### config.mk
export PLATFORM = sky130hd
export DESIGN_NAME = rational_number_alu
export DESIGN_NICKNAME = d
export VERILOG_FILES = /design/src/rtl/core/ratalu_pkg.sv /design/src/rtl/core/ratalu_gcd.sv /design/src/rtl/core/ratalu_div.sv /design/src/rtl/core/ratalu_dp.sv /design/src/rtl/core/ratalu_ctrl.sv /design/src/rtl/core/rational_number_alu.sv
export SDC_FILE = /design/constraint.sdc
export NUM_CORES = 2
export LEC_CHECK = 0
export ABC_AREA = 0
export BUFFER_PORTS_ARGS = -buffer_cell sky130_fd_sc_hd__buf_4
export CAP_MARGIN = 30
export CORE_ASPECT_RATIO = 1.4
export CORE_MARGIN = 10
export CORE_UTILIZATION = 40
export DETAILED_ROUTE_END_ITERATION = 10
export PLACE_DENSITY_LB_ADDON = 0.08
export SYNTH_ARGS = -nofsm -noshare
export SYNTH_HDL_FRONTEND = slang
export SYNTH_SLANG_ARGS = --single-unit
### constraint.sdc
create_clock -name clk_i -period 25.5 [get_ports clk_i]
set_clock_uncertainty 0.1 [all_clocks]
set_input_delay 0 -clock clk_i [delete_from_list [all_inputs] [get_ports clk_i]]
set_output_delay 0 -clock clk_i [all_outputs]
set_load 0.01 [all_outputs]
### src/rtl/core/ratalu_pkg.sv
// shared types, codes and the micro-op programs of the rational number alu
package ratalu_pkg;

  localparam int unsigned PcW = 4;

  localparam logic [2:0] OP_ABS = 3'd0;
  localparam logic [2:0] OP_NEG = 3'd1;
  localparam logic [2:0] OP_INV = 3'd2;
  localparam logic [2:0] OP_ADD = 3'd3;
  localparam logic [2:0] OP_SUB = 3'd4;
  localparam logic [2:0] OP_MUL = 3'd5;
  localparam logic [2:0] OP_DIV = 3'd6;

  localparam logic [1:0] ST_OK   = 2'd0;
  localparam logic [1:0] ST_OVF  = 2'd1;
  localparam logic [1:0] ST_DIV0 = 2'd2;

  localparam logic [63:0] MinVal = 64'h8000_0000_0000_0000;
  localparam logic [63:0] MaxVal = 64'h7FFF_FFFF_FFFF_FFFF;

  typedef enum logic [2:0] {R_A, R_B, R_C, R_D, R_H, R_K} reg_sel_e;

  typedef enum logic [2:0] {
    U_CHECK, U_UNARY, U_ADDSUB, U_MUL, U_GCD, U_DIV, U_MAKECHK, U_FIX
  } uop_kind_e;

  typedef enum logic [1:0] {CS_IDLE, CS_ISSUE, CS_WAIT, CS_OUT} ctrl_state_e;

  typedef struct packed {
    uop_kind_e kind;
    reg_sel_e  x;
    reg_sel_e  y;
    reg_sel_e  dst;
  } uop_t;

  typedef struct packed {
    logic load;
    logic start;
    uop_t uop;
  } dp_cmd_t;

  typedef struct packed {
    logic done;
    logic fin;
  } dp_stat_t;

  function automatic uop_t mk_uop(uop_kind_e kind, reg_sel_e x, reg_sel_e y, reg_sel_e dst);
    uop_t u;
    u.kind = kind;
    u.x    = x;
    u.y    = y;
    u.dst  = dst;
    return u;
  endfunction

  // normalize h/k: checks, reduce by gcd, fix sign
  function automatic uop_t tail_uop(logic [PcW-1:0] i);
    uop_t u;
    case (i)
      4'd0:    u = mk_uop(U_MAKECHK, R_H, R_K, R_H);
      4'd1:    u = mk_uop(U_GCD, R_H, R_K, R_H);
      4'd2:    u = mk_uop(U_DIV, R_H, R_K, R_H);
      4'd3:    u = mk_uop(U_DIV, R_H, R_K, R_K);
      default: u = mk_uop(U_FIX, R_H, R_K, R_H);
    endcase
    return u;
  endfunction

  function automatic uop_t prog_uop(logic [2:0] op, logic [PcW-1:0] pc);
    uop_t u;
    u = mk_uop(U_FIX, R_H, R_K, R_H);
    if (pc == '0) begin
      u = mk_uop(U_CHECK, R_A, R_B, R_H);
    end else begin
      case (op)
        OP_ABS, OP_NEG, OP_INV: begin
          case (pc)
            4'd1:    u = mk_uop(U_UNARY, R_A, R_B, R_H);
            default: u = tail_uop(pc - 4'd2);
          endcase
        end
        OP_ADD, OP_SUB: begin
          case (pc)
            4'd1:    u = mk_uop(U_MUL, R_A, R_D, R_H);
            4'd2:    u = mk_uop(U_MUL, R_B, R_C, R_K);
            4'd3:    u = mk_uop(U_ADDSUB, R_H, R_K, R_H);
            4'd4:    u = mk_uop(U_MUL, R_B, R_D, R_K);
            default: u = tail_uop(pc - 4'd5);
          endcase
        end
        OP_MUL: begin
          case (pc)
            4'd1:    u = mk_uop(U_GCD, R_A, R_D, R_A);
            4'd2:    u = mk_uop(U_DIV, R_A, R_D, R_A);
            4'd3:    u = mk_uop(U_DIV, R_A, R_D, R_D);
            4'd4:    u = mk_uop(U_GCD, R_B, R_C, R_B);
            4'd5:    u = mk_uop(U_DIV, R_B, R_C, R_B);
            4'd6:    u = mk_uop(U_DIV, R_B, R_C, R_C);
            4'd7:    u = mk_uop(U_MUL, R_A, R_C, R_H);
            4'd8:    u = mk_uop(U_MUL, R_B, R_D, R_K);
            default: u = tail_uop(pc - 4'd9);
          endcase
        end
        OP_DIV: begin
          case (pc)
            4'd1:    u = mk_uop(U_GCD, R_A, R_C, R_A);
            4'd2:    u = mk_uop(U_DIV, R_A, R_C, R_A);
            4'd3:    u = mk_uop(U_DIV, R_A, R_C, R_C);
            4'd4:    u = mk_uop(U_GCD, R_B, R_D, R_B);
            4'd5:    u = mk_uop(U_DIV, R_B, R_D, R_B);
            4'd6:    u = mk_uop(U_DIV, R_B, R_D, R_D);
            4'd7:    u = mk_uop(U_MUL, R_A, R_D, R_H);
            4'd8:    u = mk_uop(U_MUL, R_B, R_C, R_K);
            default: u = tail_uop(pc - 4'd9);
          endcase
        end
        default: u = mk_uop(U_FIX, R_H, R_K, R_H);
      endcase
    end
    return u;
  endfunction

endpackage

### src/rtl/core/ratalu_gcd.sv
// binary gcd unit, one step per cycle
module ratalu_gcd import ratalu_pkg::*; (
  input  logic        clk_i,
  input  logic        rst_ni,
  input  logic        start_i,
  input  logic [63:0] x_i,
  input  logic [63:0] y_i,
  output logic        done_o,
  output logic [63:0] g_o
);

  logic [63:0] u_q, u_d, v_q, v_d, g_q, g_d;
  logic [5:0]  sh_q, sh_d;
  logic        busy_q, busy_d, done_q, done_d;

  always_ff @(posedge clk_i or negedge rst_ni) begin
    if (!rst_ni) begin
      busy_q <= 1'b0;
      done_q <= 1'b0;
    end else begin
      busy_q <= busy_d;
      done_q <= done_d;
    end
  end

  always_ff @(posedge clk_i) begin
    u_q  <= u_d;
    v_q  <= v_d;
    g_q  <= g_d;
    sh_q <= sh_d;
  end

  always_comb begin
    u_d    = u_q;
    v_d    = v_q;
    g_d    = g_q;
    sh_d   = sh_q;
    busy_d = busy_q;
    done_d = 1'b0;
    if (start_i) begin
      u_d    = x_i;
      v_d    = y_i;
      sh_d   = '0;
      busy_d = 1'b1;
    end else if (busy_q) begin
      if (u_q == '0 || v_q == '0) begin
        busy_d = 1'b0;
        done_d = 1'b1;
        g_d    = (u_q | v_q) << sh_q;
        if (u_q == '0 && v_q == '0) begin
          g_d = 64'd1;
        end
      end else if (!u_q[0] && !v_q[0]) begin
        u_d  = u_q >> 1;
        v_d  = v_q >> 1;
        sh_d = sh_q + 6'd1;
      end else if (!u_q[0]) begin
        u_d = u_q >> 1;
      end else if (!v_q[0]) begin
        v_d = v_q >> 1;
      end else if (u_q >= v_q) begin
        u_d = (u_q - v_q) >> 1;
      end else begin
        v_d = (v_q - u_q) >> 1;
      end
    end
  end

  assign done_o = done_q;
  assign g_o    = g_q;

endmodule

### src/rtl/core/ratalu_div.sv
// restoring divider, one quotient bit per cycle
module ratalu_div import ratalu_pkg::*; (
  input  logic        clk_i,
  input  logic        rst_ni,
  input  logic        start_i,
  input  logic [63:0] num_i,
  input  logic [63:0] den_i,
  output logic        done_o,
  output logic [63:0] q_o
);

  logic [63:0] q_q, q_d, rem_q, rem_d, den_q, den_d;
  logic [5:0]  cnt_q, cnt_d;
  logic        busy_q, busy_d, done_q, done_d;
  logic [64:0] trial, diff;
  logic        fit;

  always_ff @(posedge clk_i or negedge rst_ni) begin
    if (!rst_ni) begin
      busy_q <= 1'b0;
      done_q <= 1'b0;
      cnt_q  <= '0;
    end else begin
      busy_q <= busy_d;
      done_q <= done_d;
      cnt_q  <= cnt_d;
    end
  end

  always_ff @(posedge clk_i) begin
    q_q   <= q_d;
    rem_q <= rem_d;
    den_q <= den_d;
  end

  assign trial = {rem_q, q_q[63]};
  assign diff  = trial - {1'b0, den_q};
  assign fit   = trial >= {1'b0, den_q};

  always_comb begin
    q_d    = q_q;
    rem_d  = rem_q;
    den_d  = den_q;
    cnt_d  = cnt_q;
    busy_d = busy_q;
    done_d = 1'b0;
    if (start_i) begin
      q_d    = num_i;
      rem_d  = '0;
      den_d  = den_i;
      cnt_d  = '0;
      busy_d = 1'b1;
    end else if (busy_q) begin
      rem_d = fit ? diff[63:0] : trial[63:0];
      q_d   = {q_q[62:0], fit};
      cnt_d = cnt_q + 6'd1;
      if (cnt_q == 6'd63) begin
        busy_d = 1'b0;
        done_d = 1'b1;
      end
    end
  end

  assign done_o = done_q;
  assign q_o    = q_q;

endmodule

### src/rtl/core/ratalu_dp.sv
// datapath: operand registers, checks, shift-add multiplier, gcd and divider units
module ratalu_dp import ratalu_pkg::*; (
  input  logic               clk_i,
  input  logic               rst_ni,
  input  dp_cmd_t            cmd_i,
  input  logic [2:0]         op_i,
  input  logic signed [63:0] a_num_i,
  input  logic [62:0]        a_den_i,
  input  logic signed [63:0] b_num_i,
  input  logic [62:0]        b_den_i,
  output dp_stat_t           stat_o,
  output logic signed [63:0] res_num_o,
  output logic [62:0]        res_den_o,
  output logic [1:0]         status_o
);

  logic [2:0]  op_q, op_d;
  logic [63:0] a_q, a_d, b_q, b_d, c_q, c_d, d_q, d_d, h_q, h_d, k_q, k_d;
  logic        fin_q, fin_d, done_q, done_d;
  logic [1:0]  st_q, st_d;

  logic [63:0] mhi_q, mhi_d, mlo_q, mlo_d, mcand_q, mcand_d;
  logic [5:0]  mcnt_q, mcnt_d;
  logic        mneg_q, mneg_d, mbusy_q, mbusy_d, mwb_q, mwb_d;
  logic [64:0] msum;
  logic        movf;

  logic        dsign_q, dsign_d;
  logic [63:0] x_val, y_val, dst_val, asum, wval;
  logic        aovf, wen, single;
  logic        gcd_start, gcd_done, div_start, div_done;
  logic [63:0] gcd_g, div_q;

  function automatic logic [63:0] mag64(logic [63:0] v);
    return v[63] ? -v : v;
  endfunction

  function automatic logic [63:0] pick(reg_sel_e s, logic [63:0] a, logic [63:0] b,
                                       logic [63:0] c, logic [63:0] d,
                                       logic [63:0] h, logic [63:0] k);
    logic [63:0] r;
    case (s)
      R_A:     r = a;
      R_B:     r = b;
      R_C:     r = c;
      R_D:     r = d;
      R_H:     r = h;
      R_K:     r = k;
      default: r = h;
    endcase
    return r;
  endfunction

  assign x_val   = pick(cmd_i.uop.x, a_q, b_q, c_q, d_q, h_q, k_q);
  assign y_val   = pick(cmd_i.uop.y, a_q, b_q, c_q, d_q, h_q, k_q);
  assign dst_val = pick(cmd_i.uop.dst, a_q, b_q, c_q, d_q, h_q, k_q);

  assign gcd_start = cmd_i.start && cmd_i.uop.kind == U_GCD;
  assign div_start = cmd_i.start && cmd_i.uop.kind == U_DIV;
  assign single    = cmd_i.uop.kind != U_GCD && cmd_i.uop.kind != U_DIV
                     && cmd_i.uop.kind != U_MUL;

  ratalu_gcd u_gcd (
    .clk_i   (clk_i),
    .rst_ni  (rst_ni),
    .start_i (gcd_start),
    .x_i     (mag64(x_val)),
    .y_i     (mag64(y_val)),
    .done_o  (gcd_done),
    .g_o     (gcd_g)
  );

  ratalu_div u_div (
    .clk_i   (clk_i),
    .rst_ni  (rst_ni),
    .start_i (div_start),
    .num_i   (mag64(dst_val)),
    .den_i   (gcd_g),
    .done_o  (div_done),
    .q_o     (div_q)
  );

  assign asum = (op_q == OP_SUB) ? h_q - k_q : h_q + k_q;
  assign aovf = (op_q == OP_SUB) ? (h_q[63] != k_q[63] && asum[63] != h_q[63])
                                 : (h_q[63] == k_q[63] && asum[63] != h_q[63]);

  assign msum = {1'b0, mhi_q} + (mlo_q[0] ? {1'b0, mcand_q} : 65'd0);
  assign movf = (mhi_q != '0) || (mlo_q > (mneg_q ? MinVal : MaxVal));

  always_ff @(posedge clk_i or negedge rst_ni) begin
    if (!rst_ni) begin
      fin_q   <= 1'b0;
      st_q    <= ST_OK;
      done_q  <= 1'b0;
      mbusy_q <= 1'b0;
      mwb_q   <= 1'b0;
      mcnt_q  <= '0;
    end else begin
      fin_q   <= fin_d;
      st_q    <= st_d;
      done_q  <= done_d;
      mbusy_q <= mbusy_d;
      mwb_q   <= mwb_d;
      mcnt_q  <= mcnt_d;
    end
  end

  always_ff @(posedge clk_i) begin
    op_q    <= op_d;
    a_q     <= a_d;
    b_q     <= b_d;
    c_q     <= c_d;
    d_q     <= d_d;
    h_q     <= h_d;
    k_q     <= k_d;
    mhi_q   <= mhi_d;
    mlo_q   <= mlo_d;
    mcand_q <= mcand_d;
    mneg_q  <= mneg_d;
    dsign_q <= dsign_d;
  end

  always_comb begin
    op_d    = op_q;
    a_d     = a_q;
    b_d     = b_q;
    c_d     = c_q;
    d_d     = d_q;
    h_d     = h_q;
    k_d     = k_q;
    fin_d   = fin_q;
    st_d    = st_q;
    mhi_d   = mhi_q;
    mlo_d   = mlo_q;
    mcand_d = mcand_q;
    mneg_d  = mneg_q;
    mcnt_d  = mcnt_q;
    mbusy_d = mbusy_q;
    mwb_d   = 1'b0;
    dsign_d = dsign_q;
    wen     = 1'b0;
    wval    = '0;
    done_d  = (cmd_i.start && single) || gcd_done || div_done || mwb_q;

    if (cmd_i.load) begin
      op_d  = op_i;
      a_d   = a_num_i;
      b_d   = {1'b0, a_den_i};
      c_d   = b_num_i;
      d_d   = {1'b0, b_den_i};
      h_d   = '0;
      k_d   = '0;
      fin_d = 1'b0;
      st_d  = ST_OK;
    end else if (cmd_i.start) begin
      case (cmd_i.uop.kind)
        U_CHECK: begin
          if (op_q > OP_DIV || a_q == MinVal) begin
            fin_d = 1'b1;
            st_d  = ST_OVF;
          end else if (b_q == '0) begin
            fin_d = 1'b1;
            st_d  = ST_DIV0;
          end else if (op_q >= OP_ADD && c_q == MinVal) begin
            fin_d = 1'b1;
            st_d  = ST_OVF;
          end else if ((op_q >= OP_ADD && d_q == '0) || (op_q == OP_INV && a_q == '0)
                       || (op_q == OP_DIV && c_q == '0)) begin
            fin_d = 1'b1;
            st_d  = ST_DIV0;
          end else if (op_q == OP_DIV && a_q == '0) begin
            fin_d = 1'b1;
            h_d   = '0;
            k_d   = 64'd1;
          end
        end
        U_UNARY: begin
          case (op_q)
            OP_ABS: begin
              h_d = mag64(a_q);
              k_d = b_q;
            end
            OP_NEG: begin
              h_d = -a_q;
              k_d = b_q;
            end
            default: begin
              h_d = a_q[63] ? -b_q : b_q;
              k_d = mag64(a_q);
            end
          endcase
        end
        U_ADDSUB: begin
          if (aovf) begin
            fin_d = 1'b1;
            st_d  = ST_OVF;
          end else begin
            h_d = asum;
          end
        end
        U_MUL: begin
          mcand_d = mag64(y_val);
          mlo_d   = mag64(x_val);
          mhi_d   = '0;
          mneg_d  = x_val[63] ^ y_val[63];
          mcnt_d  = '0;
          mbusy_d = 1'b1;
        end
        U_DIV: dsign_d = dst_val[63];
        U_MAKECHK: begin
          if (h_q == MinVal || k_q == MinVal) begin
            fin_d = 1'b1;
            st_d  = ST_OVF;
          end else if (k_q == '0) begin
            fin_d = 1'b1;
            st_d  = ST_DIV0;
          end else if (h_q == '0) begin
            fin_d = 1'b1;
            k_d   = 64'd1;
          end
        end
        U_FIX: begin
          fin_d = 1'b1;
          if (k_q[63]) begin
            h_d = -h_q;
            k_d = -k_q;
          end
        end
        default: fin_d = fin_q;
      endcase
    end

    if (mbusy_q) begin
      mhi_d  = msum[64:1];
      mlo_d  = {msum[0], mlo_q[63:1]};
      mcnt_d = mcnt_q + 6'd1;
      if (mcnt_q == 6'd63) begin
        mbusy_d = 1'b0;
        mwb_d   = 1'b1;
      end
    end

    if (mwb_q) begin
      if (movf) begin
        fin_d = 1'b1;
        st_d  = ST_OVF;
      end else begin
        wen  = 1'b1;
        wval = mneg_q ? -mlo_q : mlo_q;
      end
    end

    if (div_done) begin
      wen  = 1'b1;
      wval = dsign_q ? -div_q : div_q;
    end

    if (wen) begin
      case (cmd_i.uop.dst)
        R_A:     a_d = wval;
        R_B:     b_d = wval;
        R_C:     c_d = wval;
        R_D:     d_d = wval;
        R_H:     h_d = wval;
        R_K:     k_d = wval;
        default: h_d = wval;
      endcase
    end
  end

  assign stat_o.done = done_q;
  assign stat_o.fin  = fin_q;
  assign res_num_o   = (st_q == ST_OK) ? h_q : '0;
  assign res_den_o   = (st_q == ST_OK) ? k_q[62:0] : '0;
  assign status_o    = st_q;

endmodule

### src/rtl/core/ratalu_ctrl.sv
// controller: steps through the micro-op program of the current op
module ratalu_ctrl import ratalu_pkg::*; (
  input  logic       clk_i,
  input  logic       rst_ni,
  input  logic       in_valid_i,
  input  logic [2:0] op_i,
  input  logic       out_free_i,
  input  dp_stat_t   stat_i,
  output dp_cmd_t    cmd_o,
  output logic       in_stall_o,
  output logic       out_load_o
);

  ctrl_state_e    state_q, state_d;
  logic [PcW-1:0] pc_q, pc_d;
  logic [2:0]     op_q, op_d;

  always_ff @(posedge clk_i or negedge rst_ni) begin
    if (!rst_ni) begin
      state_q <= CS_IDLE;
      pc_q    <= '0;
      op_q    <= '0;
    end else begin
      state_q <= state_d;
      pc_q    <= pc_d;
      op_q    <= op_d;
    end
  end

  always_comb begin
    state_d     = state_q;
    pc_d        = pc_q;
    op_d        = op_q;
    cmd_o.load  = 1'b0;
    cmd_o.start = 1'b0;
    cmd_o.uop   = prog_uop(op_q, pc_q);
    in_stall_o  = 1'b1;
    out_load_o  = 1'b0;
    case (state_q)
      CS_IDLE: begin
        in_stall_o = 1'b0;
        if (in_valid_i) begin
          cmd_o.load = 1'b1;
          op_d       = op_i;
          pc_d       = '0;
          state_d    = CS_ISSUE;
        end
      end
      CS_ISSUE: begin
        cmd_o.start = 1'b1;
        state_d     = CS_WAIT;
      end
      CS_WAIT: begin
        if (stat_i.done) begin
          if (stat_i.fin) begin
            state_d = CS_OUT;
          end else begin
            pc_d    = pc_q + 1'b1;
            state_d = CS_ISSUE;
          end
        end
      end
      CS_OUT: begin
        if (out_free_i) begin
          out_load_o = 1'b1;
          state_d    = CS_IDLE;
        end
      end
      default: state_d = CS_IDLE;
    endcase
  end

endmodule

### src/rtl/core/rational_number_alu.sv
// top level of the rational number alu
//
// Takes one item (op code and two reduced rationals a_num/a_den and b_num/b_den)
// on the input channel and returns one reduced rational with a status on the
// output channel. Both channels move an item at a clock edge where valid is
// high and stall is low.
// A controller walks a short micro-op program per op code; the datapath runs
// each micro-op on a binary gcd unit (one step per cycle), a restoring
// divider and a shift-add multiplier. One item is worked on at a time.
// in_stall_o is low only while the block is idle; the result sits in an
// output register, so a new item is taken while an earlier result still
// waits on a stalled receiver. The result register is held until taken.
// Reset clears the controller and the output valid; no item is in flight.
module rational_number_alu import ratalu_pkg::*; (
  input  logic               clk_i,
  input  logic               rst_ni,
  input  logic               in_valid_i,
  output logic               in_stall_o,
  input  logic [2:0]         op_i,
  input  logic signed [63:0] a_num_i,
  input  logic [62:0]        a_den_i,
  input  logic signed [63:0] b_num_i,
  input  logic [62:0]        b_den_i,
  output logic               out_valid_o,
  input  logic               out_stall_i,
  output logic signed [63:0] res_num_o,
  output logic [62:0]        res_den_o,
  output logic [1:0]         status_o
);

  dp_cmd_t            cmd;
  dp_stat_t           stat;
  logic               out_load, out_free;
  logic               out_valid_q, out_valid_d;
  logic signed [63:0] dp_num, res_num_q;
  logic [62:0]        dp_den, res_den_q;
  logic [1:0]         dp_status, status_q;

  assign out_free = !out_valid_q || !out_stall_i;

  ratalu_ctrl u_ctrl (
    .clk_i      (clk_i),
    .rst_ni     (rst_ni),
    .in_valid_i (in_valid_i),
    .op_i       (op_i),
    .out_free_i (out_free),
    .stat_i     (stat),
    .cmd_o      (cmd),
    .in_stall_o (in_stall_o),
    .out_load_o (out_load)
  );

  ratalu_dp u_dp (
    .clk_i     (clk_i),
    .rst_ni    (rst_ni),
    .cmd_i     (cmd),
    .op_i      (op_i),
    .a_num_i   (a_num_i),
    .a_den_i   (a_den_i),
    .b_num_i   (b_num_i),
    .b_den_i   (b_den_i),
    .stat_o    (stat),
    .res_num_o (dp_num),
    .res_den_o (dp_den),
    .status_o  (dp_status)
  );

  assign out_valid_d = out_load || (out_valid_q && out_stall_i);

  always_ff @(posedge clk_i or negedge rst_ni) begin
    if (!rst_ni) begin
      out_valid_q <= 1'b0;
    end else begin
      out_valid_q <= out_valid_d;
    end
  end

  always_ff @(posedge clk_i) begin
    if (out_load) begin
      res_num_q <= dp_num;
      res_den_q <= dp_den;
      status_q  <= dp_status;
    end
  end

  assign out_valid_o = out_valid_q;
  assign res_num_o   = res_num_q;
  assign res_den_o   = res_den_q;
  assign status_o    = status_q;

endmodule

Yosys cells after proc, flatten, opt, wreduce, memory -nomap -nowiden

Index checks and enable logic that the tools add are counted.

Add/subtract/negate cells: 22
Mux-type cells: 160
Reductions and logical operators: 73
Bitwise gates (word level): 5
Order comparisons: 5
Equality and inequality tests: 70
Shift-type cells: 1

Operators with widths:

| operator                                             | count |
|---|---|
| 2-to-1 mux 64 bit                                    | 75 |
| case mux 64 bit (5 select lines)                     | 3 |
| negation 64 bit                                      | 9 |
| logical NOT 64 bit                                   | 8 |
| case mux 64 bit (4 select lines)                     | 2 |
| equality test 64 bit (second input constant)         | 4 |
| subtractor 64 bit                                    | 4 |
| case mux 12 bit (8 select lines)                     | 2 |
| case mux 11 bit (4 select lines)                     | 3 |
| case mux 64 bit (2 select lines)                     | 1 |
| case mux 12 bit (4 select lines)                     | 2 |
| adder 64 x 65 -> 65 bit                              | 1 |
| greater-or-equal comparator 65 x 64 -> 1 bit         | 1 |
| adder 64 bit                                         | 1 |
| greater-or-equal comparator 64 bit                   | 1 |
| > comparator 64 bit                                  | 1 |
| bitwise OR 64 bit                                    | 1 |
| nonzero test 64 bit                                  | 1 |
| << shifter 64 x 6 -> 64 bit                          | 1 |
| 2-to-1 mux 1 bit                                     | 42 |
| equality test 3 bit (second input constant)          | 12 |
| 2-to-1 mux 6 bit                                     | 6 |
| equality test 3 x 2 -> 1 bit (second input constant) | 11 |
| equality test 4 x 2 -> 1 bit (second input constant) | 8 |
| other kinds (45)                                     | 136 |

Input bits: 261
Output and inout port bits: 131
Flip-flop bits (word level): 1,132

Logic depth before layout (Yosys ltp)

Depth after elaboration: 14
Gate-level depth with buffers: 29

By module

From an unflattened synthesis, not the netlist that was laid out.

Cells, all modules: 12,141
Area total of the unflattened synthesis: 99,095.0 um2

By module, submodules not included:

| module              | times used | sequential area each (um2) | cells an instance | area an instance (um2) |
|---|---|---|---|---|
| ratalu_dp           | 1          | 13,903.3                   | 8,045             | 60,689.5 |
| ratalu_gcd          | 1          | 5,935.7                    | 2,568             | 21,200.3 |
| ratalu_div          | 1          | 5,325.1                    | 1,219             | 11,908.9 |
| rational_number_alu | 1          | 3,898.7                    | 132               | 3,910.0 |
| ratalu_ctrl         | 1          | 225.2                      | 177               | 1,386.3 |

Worst setup path before layout

OpenSTA, ideal clock, no wires.

Kind: reg-to-reg
Start point: reg u_ctrl.pc_q[1]
End point: reg u_dp.u_gcd.g_q[0] (netlist: u_dp.u_gcd.g_o[0]) (enable)
Buffers on the path: 4
Setup time: 578 ps
Arrival: 7,638 ps
Stages on the path, launching flop included: 15
Path slack: 17,184 ps
Cells stage by stage: dfrtp_1 > inv_1 > ha_1 > buf_2 > or3b_2 > a21oi_1 > clkbuf_1 > o21ai_0 > a31oi_1 > nor2_1 > nand3_1 > nor2_1 > clkbuf_1 > clkbuf_1 > nor3b_1

Longest elaborated chain between the ends: 10
Elaborated cells on any way between the ends: 37

Ends and longest elaborated chain:

| item                                                           | RTL line                             | source |
|---|---|---|
| from (decl)                                                    | ratalu_ctrl.sv:15                    | `logic [PcW-1:0] pc_q, pc_d;` |
| from (signal assigned)                                         | ratalu_ctrl.sv:25                    | `pc_q <= pc_d;` |
| subtractor 4 bit, or another cell as far along                 | ratalu_pkg.sv:101, ratalu_pkg.sv:114 |  |
| equality test 4 x 2 -> 1 bit, or another cell as far along     | ratalu_pkg.sv:59                     | `case (i)` |
| case mux 11 bit (4 select lines)                               | ratalu_pkg.sv:59                     |  |
| case mux 12 bit (8 select lines), or another cell as far along | ratalu_pkg.sv:105                    | `case (pc)` |
| case mux 12 bit (4 select lines)                               | ratalu_pkg.sv:75                     | `case (op)` |
| 2-to-1 mux 12 bit (*)                                          | ratalu_pkg.sv:72                     | `if (pc == '0) begin` |
| equality test 3 bit (*)                                        | ratalu_dp.sv:58                      | `assign gcd_start = cmd_i.start && cmd_i.uop.kind == U_GCD;` |
| logical AND 1 bit (*)                                          | ratalu_dp.sv:58                      |  |
| inverter 1 bit (no line) (*)                                   | --                                   |  |
| AND reduction 3 bit (no line) (*)                              | --                                   |  |
| to (signal assigned)                                           | ratalu_gcd.sv:29                     | `g_q <= g_d;` |
| to (decl)                                                      | ratalu_gcd.sv:12                     | `logic [63:0] u_q, u_d, v_q, v_d, g_q, g_d;` |

Every way passes the cells marked *; elsewhere a longest branch is shown, timed or not.
A chain may end at the register's enable or synchronous reset.

Worst setup path in the final report

Start point: reg u_ctrl.pc_q[1]
End point: reg u_dp.u_gcd.v_q[50] (data pin)

Longest elaborated chain between the ends: 9
Elaborated cells on any way between the ends: 44

Ends and longest elaborated chain:

| item                                                           | RTL line                            | source |
|---|---|---|
| equality test 4 bit, or another cell as far along              | ratalu_pkg.sv:92, ratalu_pkg.sv:105 |  |
| case mux 12 bit (8 select lines), or another cell as far along | ratalu_pkg.sv:105                   |  |
| case mux 12 bit (4 select lines)                               | ratalu_pkg.sv:75                    |  |
| 2-to-1 mux 12 bit (*)                                          | ratalu_pkg.sv:72                    |  |
| equality test 3 bit, or another cell as far along              | ratalu_dp.sv:42                     | `case (s)` |
| case mux 64 bit (5 select lines) (*)                           | ratalu_dp.sv:42                     |  |
| negation 64 bit                                                | ratalu_dp.sv:35                     | `return v[63] ? -v : v;` |
| 2-to-1 mux 64 bit (*)                                          | --                                  |  |
| via u_dp.u_gcd.y_i[50]                                         | ratalu_gcd.sv:7                     | `input logic [63:0] y_i,` |
| 2-to-1 mux 64 bit (*)                                          | ratalu_gcd.sv:40                    | `if (start_i) begin` |
| via u_dp.u_gcd.v_d[50]                                         | ratalu_gcd.sv:12                    |  |
| to (signal assigned)                                           | ratalu_gcd.sv:28                    | `v_q <= v_d;` |
| to (decl)                                                      | ratalu_gcd.sv:12                    |  |

The timed path passes the listed nets; every way through them passes the cells marked *.

==> out/metrics.csv <==
metric,value,unit
status,finished clean,
critPathKind,reg2reg,
grt_pass1_vias,99882,
dieWidth,436,um
cp.arrival,9.20,ns
ys_seq_area_share,30.3,%
postRouteAntennaNets,0,
grt_util_all_layers,39.4,%
tightest_slew,1.26,ns
drt-total-wl,546,mm
finalCritPeriodShare,34.1,%
vias,102641,
routedWlPerCell,34.2,um
synth_cell_types,109,
cts_tree,done,
yosys.area_share.simple,19.3,%
cts_setup_buffers,0,
nets,13361,
critPathMaxFanout,37,
synthAdderAreaFrac,6.22,%
use_met1,44.8,%
yosysWarnings,0,
synthCells,12143,
synth_mux_area_share,6.44,%
synthFlopType,edfxtp_1,
r2r-start,u_ctrl.pc_q[1]$_DFFE_PN0P_,
cts.sink_count,1132,
drt_iter0_drc,12555,
max_stage_delay,0.79,ns
holdCritStartpoint,b_num_i[31],
cts_root_buf,clkbuf_16,
met3_usage,7.19,%
rsz0062_at_grt,no,
ys_ff_latch,1132,
reg2reg_depth,22,
layout_commonest_cell,nand2_1,
synth_nets,12881,
hold_violations,0,
finalCriticalPeriod,8.70,ns
via_per_inst,6.42,
die_h,602,um
met2_usage,63.7,%
htreeDepth,4,
min_delay_worst_endpoint,u_dp.c_q[31]$_DFF_P_,
dp_hpwl,424,mm
postSynth.asyncResetShare,2.83,%
rrSetupSlack,16.80,ns
finalWeightedCongestion,1.04,
clk_latency,0.87,ns
crit_family,simple AND/OR/NAND/NOR gates,
syn_area_per_cell,7.97,sq um
antenna_found_initial,35,
cpMaxStageDelayCell,a22oi_2,
crit_required,26.01,ns
cp_cell_sequence,"inv_1, ha_1, nand2b_1, a22oi_2, a22oi_1, nor2_4, buf_4, nor2_2, buf_4, nor2_4, a32o_1, ha_1, inv_1, a311oi_1, nand4b_1, nor4_2, buf_4, and2_0, and4b_1, nor2_1, xor2_1, o21a_1",
worstSetupEndpointType,register,
drv_cap,0,
cp_common_cell,buf_4,
die-area,262000,sq um
synth_xor_area_share,8.25,%
cts.clk_slew.worst_paths,0.06,ns
top_usage_layer,met2,
synth_compound_area_share,23.9,%
hold_class,in2reg,
synth_top_family_by_area,compound AO/OA/AOI/OAI gates,
portBuffers,391,
slew_violations,0,
drcViolationCount,0,
grt_max_degree,119,
core,241000,sq um
final_cell_mix,"nand2_1, o21ai_0, nor2_1",
setup_violations,0,
overflow,0,
start_util,40.2,%
cts-buffers-inserted,144,
fmax,115,MHz
yosysTopAreaCell,edfxtp_1,
clockBufferDepth,4,
final.setup.tns,0,ns
critPathLaunchType,register,
r2r_end,u_dp.u_gcd.v_q[50]$_DFFE_PP_,
synthTopCellsByArea,"edfxtp_1, dfxtp_1, ha_1",
slew_headroom,15.7,%
critPathBufInv,5,
synth_top_area_share,20.0,%
worstHoldPathCells,4,
grt_pass1_wl,758,mm
first_pass_iters,9,
synth-edff-count,646,
layout-drive-gt1-share,11.1,%
num_rows,213,
synth.cell_area,96800,sq um
ioPinCount,392,
area_growth,17.5,%
[cell type report]
type	count	area, sq um
Inverter	413	1570
Multi-Input combinational cell	9617	62800
Tap cell	3225	4040
Timing Repair Buffer	1315	11200
Clock inverter	67	749
Fill cell	23581	127000
Clock buffer	185	3990
Sequential cell	1132	29300
Antenna cell	22	55.1
[routing by layer]
metal / vias up / wire length, um
met2: 6207 / 246000
li1: 45112 / -
met5: - / 58
met4: 8 / 57900
met3: 1732 / 46600
met1: 49582 / 195000
[how the worst max path moves through the flow]
stage                          startpoint                              end  slack (ns)  cells past startpoint
2_1_floorplan  u_ctrl.pc_q[1]$_DFFE_PN0P_  u_dp.u_gcd.g_o[0]$_SDFFCE_PP1P_       17.18                     14
3_3_place_gp         u_dp.k_q[10]$_DFF_P_              u_dp.h_q[7]$_DFF_P_       16.58                     26
3_5_place_dp         u_dp.k_q[10]$_DFF_P_             u_dp.h_q[20]$_DFF_P_       17.15                     29
4_1_cts              u_dp.k_q[10]$_DFF_P_             u_dp.h_q[29]$_DFF_P_       17.10                     29
5_1_grt              u_dp.k_q[10]$_DFF_P_             u_dp.h_q[60]$_DFF_P_       16.49                     29
6_report       u_ctrl.pc_q[1]$_DFFE_PN0P_     u_dp.u_gcd.v_q[50]$_DFFE_PP_       16.80                     22
[timing repair]
item / CTS / global route
hold buffers: 518 / 0
hold endpoints to repair: 344 / 0
resized for setup: 0 / 0
[worst min-delay path: stages]
cell           delay, ns
dlygate4sd3_1       0.53
buf_4               0.17
mux2i_1             0.09
o21ai_0             0.15
[synthesized netlist by cell type, types with 48 or more instances]
master / n
a211oi_1: 101
a21o_1: 192
a21oi_1: 944
a221oi_1: 122
a22oi_1: 99
a31oi_1: 152
and2_1: 239
and3_1: 114
buf_1: 86
buf_2: 55
clkbuf_1: 828
dfxtp_1: 454
edfxtp_1: 646
ha_1: 472
inv_1: 401
mux2_2: 89
mux2i_1: 392
mux4_2: 58
nand2_1: 1420
nand2b_1: 85
nand3_1: 196
nand4_1: 116
nor2_1: 1022
nor2b_1: 74
nor3_1: 219
nor4_1: 174
o211ai_1: 96
o21a_1: 58
o21ai_0: 1072
o21bai_1: 79
o22ai_1: 115
o31ai_1: 204
o41ai_1: 48
or2_2: 70
or3_1: 107
or4_1: 55
xnor2_1: 478
xor2_1: 434
[cells by family after synthesis]
logic type | after synthesis
AO/OA/AOI/OAI | 3690
adder cells (fa/ha/maj) | 478
AND/OR/NAND/NOR | 3998
buffers and inverters | 1394
flip-flops | 1132
multiplexers | 539
XOR/XNOR | 912
[through the flow]
stage                     utilization, %  instances  area, sq um  setup WS (ns)  hold slack (ns)
after floorplan                        -      12143        96800          17.18           -0.396
after detailed placement            43.0      15170       104000          17.15           0.0159
after global routing                47.2      15964       114000          16.49           0.0718
after global placement              42.9      15133       103000          16.58          0.00623
final                               47.3      15976       114000          16.80           0.0418
after CTS                           47.2      15940       114000          17.10           0.0111
Power is not shown: default switching activity piles up to over one toggle a cycle in this logic, so the estimate is an artifact.
